### config.mk
export PLATFORM = sky130hd
export DESIGN_NAME = i2c_master_byte_engine_top_flat
export DESIGN_NICKNAME = d
export VERILOG_FILES = /design/src/rtl/i2cme_pkg.sv /design/src/rtl/i2cme_in_if.sv /design/src/rtl/i2cme_out_if.sv /design/src/rtl/i2cme_step.sv /design/src/rtl/i2c_master_byte_engine_top.sv /design/src/flat_wrapper.sv
export SDC_FILE = /design/constraint.sdc
export NUM_CORES = 1
export LEC_CHECK = 0
export BUFFER_PORTS_ARGS = -buffer_cell sky130_fd_sc_hd__buf_2
export CAP_MARGIN = 5
export CORE_ASPECT_RATIO = 0.75
export CORE_MARGIN = 2
export CORE_UTILIZATION = 57
export CTS_CLUSTER_DIAMETER = 120
export CTS_CLUSTER_SIZE = 12
export DETAILED_ROUTE_END_ITERATION = 6
export PLACE_DENSITY = 0.76
export SYNTH_ARGS = -nofsm -noshare
export SYNTH_HDL_FRONTEND = slang
export SYNTH_SLANG_ARGS = --single-unit
### constraint.sdc
create_clock -name i_clk -period 2.9 [get_ports i_clk]
set_input_delay 0.145 -clock i_clk [delete_from_list [all_inputs] [get_ports i_clk]]
set_output_delay 0.145 -clock i_clk [all_outputs]
set_load 0.02 [all_outputs]
### src/rtl/i2cme_pkg.sv
package i2cme_pkg;

    // Phase of the bus sequence: start (S), data or ack bit (B) and stop (P) steps.
    typedef logic [2:0] t_phase;

    localparam t_phase PH_S0 = 3'd0;
    localparam t_phase PH_S1 = 3'd1;
    localparam t_phase PH_S2 = 3'd2;
    localparam t_phase PH_B0 = 3'd3;
    localparam t_phase PH_B1 = 3'd4;
    localparam t_phase PH_P0 = 3'd5;
    localparam t_phase PH_P1 = 3'd6;
    localparam t_phase PH_P2 = 3'd7;

    // Command codes, also used as the engine mode.
    typedef logic [1:0] t_mode;

    localparam t_mode MODE_IDLE  = 2'd0;
    localparam t_mode MODE_WRITE = 2'd1;
    localparam t_mode MODE_READ  = 2'd2;
    localparam t_mode MODE_STOP  = 2'd3;

    // Bit positions in the latched command flags.
    localparam int FL_START = 0;
    localparam int FL_STOP  = 1;
    localparam int FL_ACK   = 2;

    // Bit counter value of the ack bit, after eight data bits.
    localparam logic [3:0] ACK_BIT = 4'd8;

    typedef struct packed {
        t_phase      phase;
        logic [3:0]  bit_index;
        logic [7:0]  shift;
        t_mode       mode;
        logic [2:0]  flags;
        logic        scl;
        logic        sda;
        logic [7:0]  rx;
        logic        ack;
    } t_state;

    typedef struct packed {
        logic [1:0]  req_type;
        logic [7:0]  tx_byte;
        logic        with_start;
        logic        with_stop;
        logic        send_ack;
        logic        sda_in;
    } t_req;

    typedef struct packed {
        logic        scl_out;
        logic        sda_out;
        logic        busy_res;
        logic        cmd_taken;
        logic        done_res;
        logic [7:0]  rx_byte;
        logic        ack_ok;
    } t_res;

endpackage

### src/rtl/i2cme_in_if.sv
interface i2cme_in_if;
    logic        valid;
    logic        ready;
    logic [1:0]  req_type;
    logic [7:0]  tx_byte;
    logic        with_start;
    logic        with_stop;
    logic        send_ack;
    logic        sda_in;

    modport source (
        output valid, req_type, tx_byte, with_start, with_stop, send_ack, sda_in,
        input  ready
    );
    modport sink (
        input  valid, req_type, tx_byte, with_start, with_stop, send_ack, sda_in,
        output ready
    );
endinterface

### src/rtl/i2cme_out_if.sv
interface i2cme_out_if;
    logic        valid;
    logic        ready;
    logic        scl_out;
    logic        sda_out;
    logic        busy_res;
    logic        cmd_taken;
    logic        done_res;
    logic [7:0]  rx_byte;
    logic        ack_ok;

    modport source (
        output valid, scl_out, sda_out, busy_res, cmd_taken, done_res, rx_byte, ack_ok,
        input  ready
    );
    modport sink (
        input  valid, scl_out, sda_out, busy_res, cmd_taken, done_res, rx_byte, ack_ok,
        output ready
    );
endinterface

### src/rtl/i2cme_step.sv
module i2cme_step (
    input  i2cme_pkg::t_state i_state,
    input  i2cme_pkg::t_req   i_req,
    output i2cme_pkg::t_state o_state,
    output i2cme_pkg::t_res   o_res
);
    import i2cme_pkg::*;

    // SDA level for the current data or ack bit.
    function automatic logic bit_level(input t_mode md, input logic [3:0] bi,
                                       input logic [7:0] sh, input logic [2:0] fl);
        logic lvl;
        if (md == MODE_WRITE) begin
            lvl = (bi < ACK_BIT) ? sh[7] : 1'b1;
        end else if (bi < ACK_BIT) begin
            lvl = 1'b1;
        end else begin
            lvl = ~fl[FL_ACK];
        end
        return lvl;
    endfunction

    always_comb begin
        t_state s;
        logic   scl;
        logic   sda;
        logic   busy;
        logic   taken;
        logic   fin;

        s     = i_state;
        scl   = i_state.scl;
        sda   = i_state.sda;
        busy  = 1'b0;
        taken = 1'b0;
        fin   = 1'b0;

        // Take a new command only while idle.
        if (s.mode == MODE_IDLE && i_req.req_type != MODE_IDLE) begin
            s.mode      = i_req.req_type;
            s.flags     = {i_req.send_ack, i_req.with_stop, i_req.with_start};
            s.shift     = (i_req.req_type == MODE_WRITE) ? i_req.tx_byte : 8'd0;
            s.bit_index = 4'd0;
            if (i_req.with_start) begin
                s.phase = PH_S0;
            end else begin
                s.phase = (i_req.req_type == MODE_STOP) ? PH_P0 : PH_B0;
            end
            taken = 1'b1;
        end

        // Advance the bus sequence by one interval.
        if (s.mode != MODE_IDLE) begin
            busy = 1'b1;
            unique case (s.phase)
                PH_S0: begin
                    scl = 1'b1; sda = 1'b1; s.phase = PH_S1;
                end
                PH_S1: begin
                    scl = 1'b1; sda = 1'b0; s.phase = PH_S2;
                end
                PH_S2: begin
                    scl = 1'b0; sda = 1'b0;
                    s.bit_index = 4'd0;
                    s.phase = (s.mode == MODE_STOP) ? PH_P0 : PH_B0;
                end
                PH_B0: begin
                    scl = 1'b0;
                    sda = bit_level(s.mode, s.bit_index, s.shift, s.flags);
                    s.phase = PH_B1;
                end
                PH_B1: begin
                    scl = 1'b1;
                    sda = bit_level(s.mode, s.bit_index, s.shift, s.flags);
                    if (s.bit_index < ACK_BIT) begin
                        if (s.mode == MODE_READ) begin
                            s.shift = {s.shift[6:0], i_req.sda_in};
                            if (s.bit_index == ACK_BIT - 4'd1) begin
                                s.rx = s.shift;
                            end
                        end else begin
                            s.shift = {s.shift[6:0], 1'b0};
                        end
                        s.bit_index = s.bit_index + 4'd1;
                        s.phase     = PH_B0;
                    end else begin
                        if (s.mode == MODE_WRITE) begin
                            s.ack = ~i_req.sda_in;
                        end
                        s.bit_index = 4'd0;
                        if (s.flags[FL_STOP]) begin
                            s.phase = PH_P0;
                        end else begin
                            fin = 1'b1;
                        end
                    end
                end
                PH_P0: begin
                    sda = 1'b0; s.phase = PH_P1;
                end
                PH_P1: begin
                    scl = 1'b1; sda = 1'b0; s.phase = PH_P2;
                end
                default: begin
                    scl = 1'b1; sda = 1'b1; fin = 1'b1;
                end
            endcase

            // SCL is pulled low right after the start, a data bit or an ack bit.
            if (s.phase == PH_B0 || s.phase == PH_P0 || (fin && s.phase == PH_B1)) begin
                s.scl = 1'b0;
            end else begin
                s.scl = scl;
            end
            s.sda = sda;

            if (fin) begin
                s.mode  = MODE_IDLE;
                s.flags = 3'd0;
                s.phase = PH_S0;
            end
        end

        o_state         = s;
        o_res.scl_out   = scl;
        o_res.sda_out   = sda;
        o_res.busy_res  = busy;
        o_res.cmd_taken = taken;
        o_res.done_res  = fin;
        o_res.rx_byte   = s.rx;
        o_res.ack_ok    = s.ack;
    end

endmodule

### src/rtl/i2c_master_byte_engine_top.sv
// The result of an item is registered and valid in the cycle after the item is accepted.
// Throughput: one item per cycle; the state update for a tick is a single
// combinational step between the state register and the result register.
// Input ready drops only while a result is held and the output is stalled.
// Reset (synchronous, active low) idles the engine with SCL and SDA released.
module i2c_master_byte_engine_top (
    input  logic            i_clk,
    input  logic            i_rst_n,
    i2cme_in_if.sink        i_req,
    i2cme_out_if.source     o_res
);
    import i2cme_pkg::*;

    t_state r_state;
    t_state n_state;
    t_req   req;
    t_res   n_res;
    t_res   r_res;
    logic   r_out_valid;
    logic   acc;

    // Accept while the result register is empty or being emptied.
    assign i_req.ready = !r_out_valid || o_res.ready;
    assign acc         = i_req.valid && i_req.ready;

    assign req = '{req_type:   i_req.req_type,
                   tx_byte:    i_req.tx_byte,
                   with_start: i_req.with_start,
                   with_stop:  i_req.with_stop,
                   send_ack:   i_req.send_ack,
                   sda_in:     i_req.sda_in};

    // One tick of the engine.
    i2cme_step u_step (
        .i_state (r_state),
        .i_req   (req),
        .o_state (n_state),
        .o_res   (n_res)
    );

    // Engine state and result valid flag.
    always_ff @(posedge i_clk) begin
        if (!i_rst_n) begin
            r_state.phase     <= PH_S0;
            r_state.bit_index <= 4'd0;
            r_state.shift     <= 8'd0;
            r_state.mode      <= MODE_IDLE;
            r_state.flags     <= 3'd0;
            r_state.scl       <= 1'b1;
            r_state.sda       <= 1'b1;
            r_state.rx        <= 8'd0;
            r_state.ack       <= 1'b0;
            r_out_valid       <= 1'b0;
        end else begin
            if (acc) begin
                r_state     <= n_state;
                r_out_valid <= 1'b1;
            end else if (o_res.ready) begin
                r_out_valid <= 1'b0;
            end
        end
    end

    // Result payload.
    always_ff @(posedge i_clk) begin
        if (acc) begin
            r_res <= n_res;
        end
    end

    assign o_res.valid     = r_out_valid;
    assign o_res.scl_out   = r_res.scl_out;
    assign o_res.sda_out   = r_res.sda_out;
    assign o_res.busy_res  = r_res.busy_res;
    assign o_res.cmd_taken = r_res.cmd_taken;
    assign o_res.done_res  = r_res.done_res;
    assign o_res.rx_byte   = r_res.rx_byte;
    assign o_res.ack_ok    = r_res.ack_ok;

    // The engine goes idle exactly when a result says done or idle.
    a_idle_matches_done: assert property (@(posedge i_clk) disable iff (!i_rst_n)
        acc |=> ((r_state.mode == MODE_IDLE) == (r_res.done_res || !r_res.busy_res)))
        else $error("engine mode disagrees with reported done/busy");

    // A taken command or a completion always belongs to a busy interval.
    a_flags_busy: assert property (@(posedge i_clk) disable iff (!i_rst_n)
        r_out_valid && (r_res.cmd_taken || r_res.done_res) |-> r_res.busy_res)
        else $error("taken or done reported outside a busy interval");

    // The bit counter never passes the ack bit.
    a_bit_range: assert property (@(posedge i_clk) disable iff (!i_rst_n)
        r_state.bit_index <= ACK_BIT)
        else $error("bit counter out of range");

    // With no held result the input side must be ready.
    a_ready_empty: assert property (@(posedge i_clk) disable iff (!i_rst_n)
        !r_out_valid |-> i_req.ready)
        else $error("input stalled with empty result register");

    // An idle engine holds no command flags.
    a_idle_flags: assert property (@(posedge i_clk) disable iff (!i_rst_n)
        (r_state.mode == MODE_IDLE) |-> (r_state.flags == 3'd0))
        else $error("flags left over in idle");

endmodule
### src/flat_wrapper.sv
// flat-port wrapper written by rule: the top's interface ports become plain ports
module i2c_master_byte_engine_top_flat import i2cme_pkg::*;
  (i_clk, i_rst_n, i_req_valid, i_req_req_type, i_req_tx_byte, i_req_with_start, i_req_with_stop, i_req_send_ack, i_req_sda_in, i_req_ready, o_res_valid, o_res_scl_out, o_res_sda_out, o_res_busy_res, o_res_cmd_taken, o_res_done_res, o_res_rx_byte, o_res_ack_ok, o_res_ready);
  i2cme_in_if i_req_i ();
  i2cme_out_if o_res_i ();
  input  logic i_clk;
  input  logic i_rst_n;
  input wire logic [$bits(i_req_i.valid)-1:0] i_req_valid;
  input wire logic [$bits(i_req_i.req_type)-1:0] i_req_req_type;
  input wire logic [$bits(i_req_i.tx_byte)-1:0] i_req_tx_byte;
  input wire logic [$bits(i_req_i.with_start)-1:0] i_req_with_start;
  input wire logic [$bits(i_req_i.with_stop)-1:0] i_req_with_stop;
  input wire logic [$bits(i_req_i.send_ack)-1:0] i_req_send_ack;
  input wire logic [$bits(i_req_i.sda_in)-1:0] i_req_sda_in;
  output wire logic [$bits(i_req_i.ready)-1:0] i_req_ready;
  output wire logic [$bits(o_res_i.valid)-1:0] o_res_valid;
  output wire logic [$bits(o_res_i.scl_out)-1:0] o_res_scl_out;
  output wire logic [$bits(o_res_i.sda_out)-1:0] o_res_sda_out;
  output wire logic [$bits(o_res_i.busy_res)-1:0] o_res_busy_res;
  output wire logic [$bits(o_res_i.cmd_taken)-1:0] o_res_cmd_taken;
  output wire logic [$bits(o_res_i.done_res)-1:0] o_res_done_res;
  output wire logic [$bits(o_res_i.rx_byte)-1:0] o_res_rx_byte;
  output wire logic [$bits(o_res_i.ack_ok)-1:0] o_res_ack_ok;
  input wire logic [$bits(o_res_i.ready)-1:0] o_res_ready;
  assign i_req_i.valid = i_req_valid;
  assign i_req_i.req_type = i_req_req_type;
  assign i_req_i.tx_byte = i_req_tx_byte;
  assign i_req_i.with_start = i_req_with_start;
  assign i_req_i.with_stop = i_req_with_stop;
  assign i_req_i.send_ack = i_req_send_ack;
  assign i_req_i.sda_in = i_req_sda_in;
  assign i_req_ready = i_req_i.ready;
  assign o_res_valid = o_res_i.valid;
  assign o_res_scl_out = o_res_i.scl_out;
  assign o_res_sda_out = o_res_i.sda_out;
  assign o_res_busy_res = o_res_i.busy_res;
  assign o_res_cmd_taken = o_res_i.cmd_taken;
  assign o_res_done_res = o_res_i.done_res;
  assign o_res_rx_byte = o_res_i.rx_byte;
  assign o_res_ack_ok = o_res_i.ack_ok;
  assign o_res_i.ready = o_res_ready;
  i2c_master_byte_engine_top u_core (.i_clk(i_clk), .i_rst_n(i_rst_n), .i_req(i_req_i), .o_res(o_res_i));
endmodule
==> summary.txt <==
Worst setup path
  – CP top delay family: simple AND/OR/NAND/NOR gates
  – Worst setup EP type: flip-flop
  – Worst Path Required: 3.03 ns
  – Crit path arrival time: 2.75 ns
  – Crit path buf inv count: 1
  – Slowest CP cell: dfxtp_1
  – CP max FO: 20
  – Critical path class: reg2reg
  – CP max stage delay: 0.64 ns
  – Critical Path, Cell by Cell: nor2_4 -> nand2_1 -> and2_1 -> ha_1 -> nand4_1 -> nor3_2 -> buf_4 -> nor2_1 -> a31oi_1
  – Worst R2R Setup Slack: 0.28 ns
  – FF-to-FF Start: u_core.r_state[15]
  – Worst R2R Path Depth: 9
  – R2r endpoint: u_core.o_res.rx_byte[1]
  – Crit path launch type: flip-flop

Global routing
  – Initial antenna violation count: 0
  – Global-route wire length before repair: 9.78 mm
  – Pin count of the biggest net entering global routing: 24
  – Number of global-route vias before repair: 2,029
  – Overflow left after global routing: 0
  – GRT Util Overall: 26.0%

Route
  – Max layer used: met4
  – Vias: 2,297
  – DRC violations left: 0
  – DR vias/cell: 6.14
  – Final WL: 5.90 mm
  – M1 WL: 2.96 mm
  – DR iter-0 viols: 234
  – Post-route ant nets: 0
  – Met2 wire length: 2.34 mm
  – Met3 wire length: 547 um
  – Initial DRT Pass Iterations: 5
  – Wire per inst: 15.8 um

Floorplanning
  – Core area: 4100 sq um
  – Ports: 34
  – Starting density of the core: 60.4%
  – Chip width: 80.2 um
  – Row count: 20
  – Die Height: 61.1 um
  – DIE AREA: 4900 sq um

Clock network
  – Post-CTS Setup Bufs: 0
  – Hold buffers post-CTS: 0
  – Worst-Skew Late Latency: 0.30 ns
  – H-Tree Depth: 2
  – CTS max path bufs: 2
  – Clk root buf: clkbuf_8
  – TritonCTS Buffers: 5
  – Clock sinks: 45
  – Reg clk slew, reported paths: 0.09 ns
  – TritonCTS clock tree: done
  – PostCTS Resize Cnt: 0

Layout
  – NumNets Final: 337
  – Multi-input gate area: 1300 sq um
  – Fraction of layout cells with a size suffix above 1: 19.1%
  – Post-layout util: 67.5%
  – Most frequent cells in the layout: o21ai_0 (34), buf_2 (33), nand2_1 (31), dfxtp_1 (31), a21oi_1 (28)
  – Antenna diodes: 0
  – Final std cell area, no fill: 2770 sq um
  – Storage cell area: 1040 sq um
  – Filler cells: 354
  – Syn-to-layout area delta: 11.7%
  – Commonest non-fill, non-tap cell in the layout: o21ai_0

Yosys
  – Register area share after synthesis: 42.0%
  – Syn Nets: 307
  – Synth Area per Inst: 8.61 sq um
  – Gate Count Post-Synth: 288
  – Cell variety after synth: 53
  – Synth warnings: 0
  – Ys async rst share: 0%
  – Number of flops mapped to enable cells by yosys: 14
  – Synth Flop Type: dfxtp_1
  – Synth Register Bits: 45
  – Mapped cell area: 2480 sq um

Pwr
  – Maximum VDD drop: 0.361 mV
  – Lkg Pwr: 1.16 nW
  – PD cells: 544 nW/um^2
  – Power Total: 1.51 mW

STA
  – Worst Tran Pin Value: 0.576 ns
  – Period minus WS final: 2.62 ns
  – Final Setup Violations: 0
  – FMAX: 382 MHz
  – Final setup TNS: 0 ns
  – Final Worst Setup Slack: 0.279 ns
  – Max-slew violation count: 0
  – Final period util: 90.4%
  – Final Hold Fails: 0
  – Clock Skew: 0.00617 ns
  – Max_slew headroom: 61.5%
  – Unrepaired setup endpoints after global routing: false

Min path
  – Hold Path Class: in2reg
  – Hold Startpoint: i_req_valid
  – Cell depth of the worst hold path: 3
  – Hold Path End: u_core.o_res.valid

Placed design
  – Dpl ws: 0.403 ns
  – Routability cong.: 0.946
  – Placed inst area: 2660 sq um
  – DP HPWL: 4.09 mm
  – IO Port Bufs: 33

Outcome
  – Outcome: completed

Flow run
  – Number of max-cap violations: 0
## state kept, by name, summed over array words and instances, names as in the netlist
register	count
u_core.o_res.done_res	1
u_core.o_res.busy_res	1
u_core.r_state	30
u_core.o_res.valid	1
u_core.o_res.sda_out	1
u_core.o_res.rx_byte	8
u_core.o_res.cmd_taken	1
u_core.o_res.ack_ok	1
u_core.o_res.scl_out	1
## cell type report
type	count	share of cell area (%)
clock buffer	6	2.62
multi-input combinational	216	46.8
sequential	45	37.6
tap	55	2.49
clock inverter	2	1.40
inverter	11	1.49
timing repair buffer	39	7.59
## metal layers
metal / track usage, % / up-vias
met3: 4.99 / 7
met2: 35.5 / 116
met5: 0 / -
met1: 41.6 / 1053
li1: - / 1121
met4: 6.78 / 0
## per-stage QoR
stage | hold WS (ns) | std cells
finish | 0.0938 | 374
CTS | 0.0930 | 374
detailed placement | 0.410 | 366
global route | 0.110 | 374
floorplan | 0.275 | 288
global placement | 0.408 | 366
## synthesized netlist by cell type (3+ instances only)
master	count	area share [%]
nor2b_1	3	0.76
nand2_1	31	4.7
a22o_1	7	2.5
dfxtp_1	31	25
inv_1	9	1.4
and2_1	6	1.5
a22oi_1	7	2.1
o211a_1	5	2.0
a211oi_1	4	1.2
nand3_1	7	1.4
buf_2	3	0.61
nand4_1	3	0.76
and3_1	6	1.5
o21ai_0	34	6.9
edfxtp_1	14	17
buf_6	4	1.8
o211ai_1	3	0.91
a31oi_1	8	2.0
clkbuf_1	7	1.1
nor2_1	27	4.1
a21oi_1	28	5.7
## worst reg2reg max path, cell delays in order (launching register included)
cell and delay (ns):
dfxtp_1 0.64, nor2_4 0.18, nand2_1 0.26, and2_1 0.22, ha_1 0.21, nand4_1 0.21, nor3_2 0.25, buf_4 0.24
nor2_1 0.06, a31oi_1 0.18
## power by group
| group | leakage, nW | internal [mW] | switching [mW] | total (mW) |
|---|---|---|---|---|
| logic | 0.717 | 0.111 | 0.206 | 0.317 |
| clock network | 0.0554 | 0.259 | 0.217 | 0.476 |
| registers | 0.391 | 0.685 | 0.0277 | 0.713 |
## cell families (layout without fill, tap and decap cells)
| logic type | after synthesis | after routing | synth area share (%) |
|---|---|---|---|
| AOI/OAI and AO/OA | 110 | 110 | 29.0 |
| xor gates and xnor gates | 3 | 3 | 1.06 |
| adders and majority gates | 2 | 2 | 0.908 |
| buffers and inverters | 27 | 58 | 5.75 |
| DFF | 45 | 45 | 42.0 |
| muxes | 2 | 2 | 0.858 |
| and+or+nand+nor | 99 | 99 | 20.4 |
## how the worst max path moves through the flow
stage | from | slack [ns] | to | cells after the start
floorplan | u_core.r_state[14] | 0.50 | u_core.o_res.rx_byte[0] | 10
global placement | u_core.r_state[15] | 0.43 | u_core.o_res.rx_byte[1] | 9
detailed placement | u_core.r_state[15] | 0.40 | u_core.r_state[7] | 9
CTS | u_core.r_state[15] | 0.35 | u_core.o_res.rx_byte[1] | 9
global route | u_core.r_state[15] | 0.09 | u_core.o_res.sda_out | 8
finish | u_core.r_state[15] | 0.28 | u_core.o_res.rx_byte[1] | 9
No activity file was read; power rests on OpenSTA's default activity.
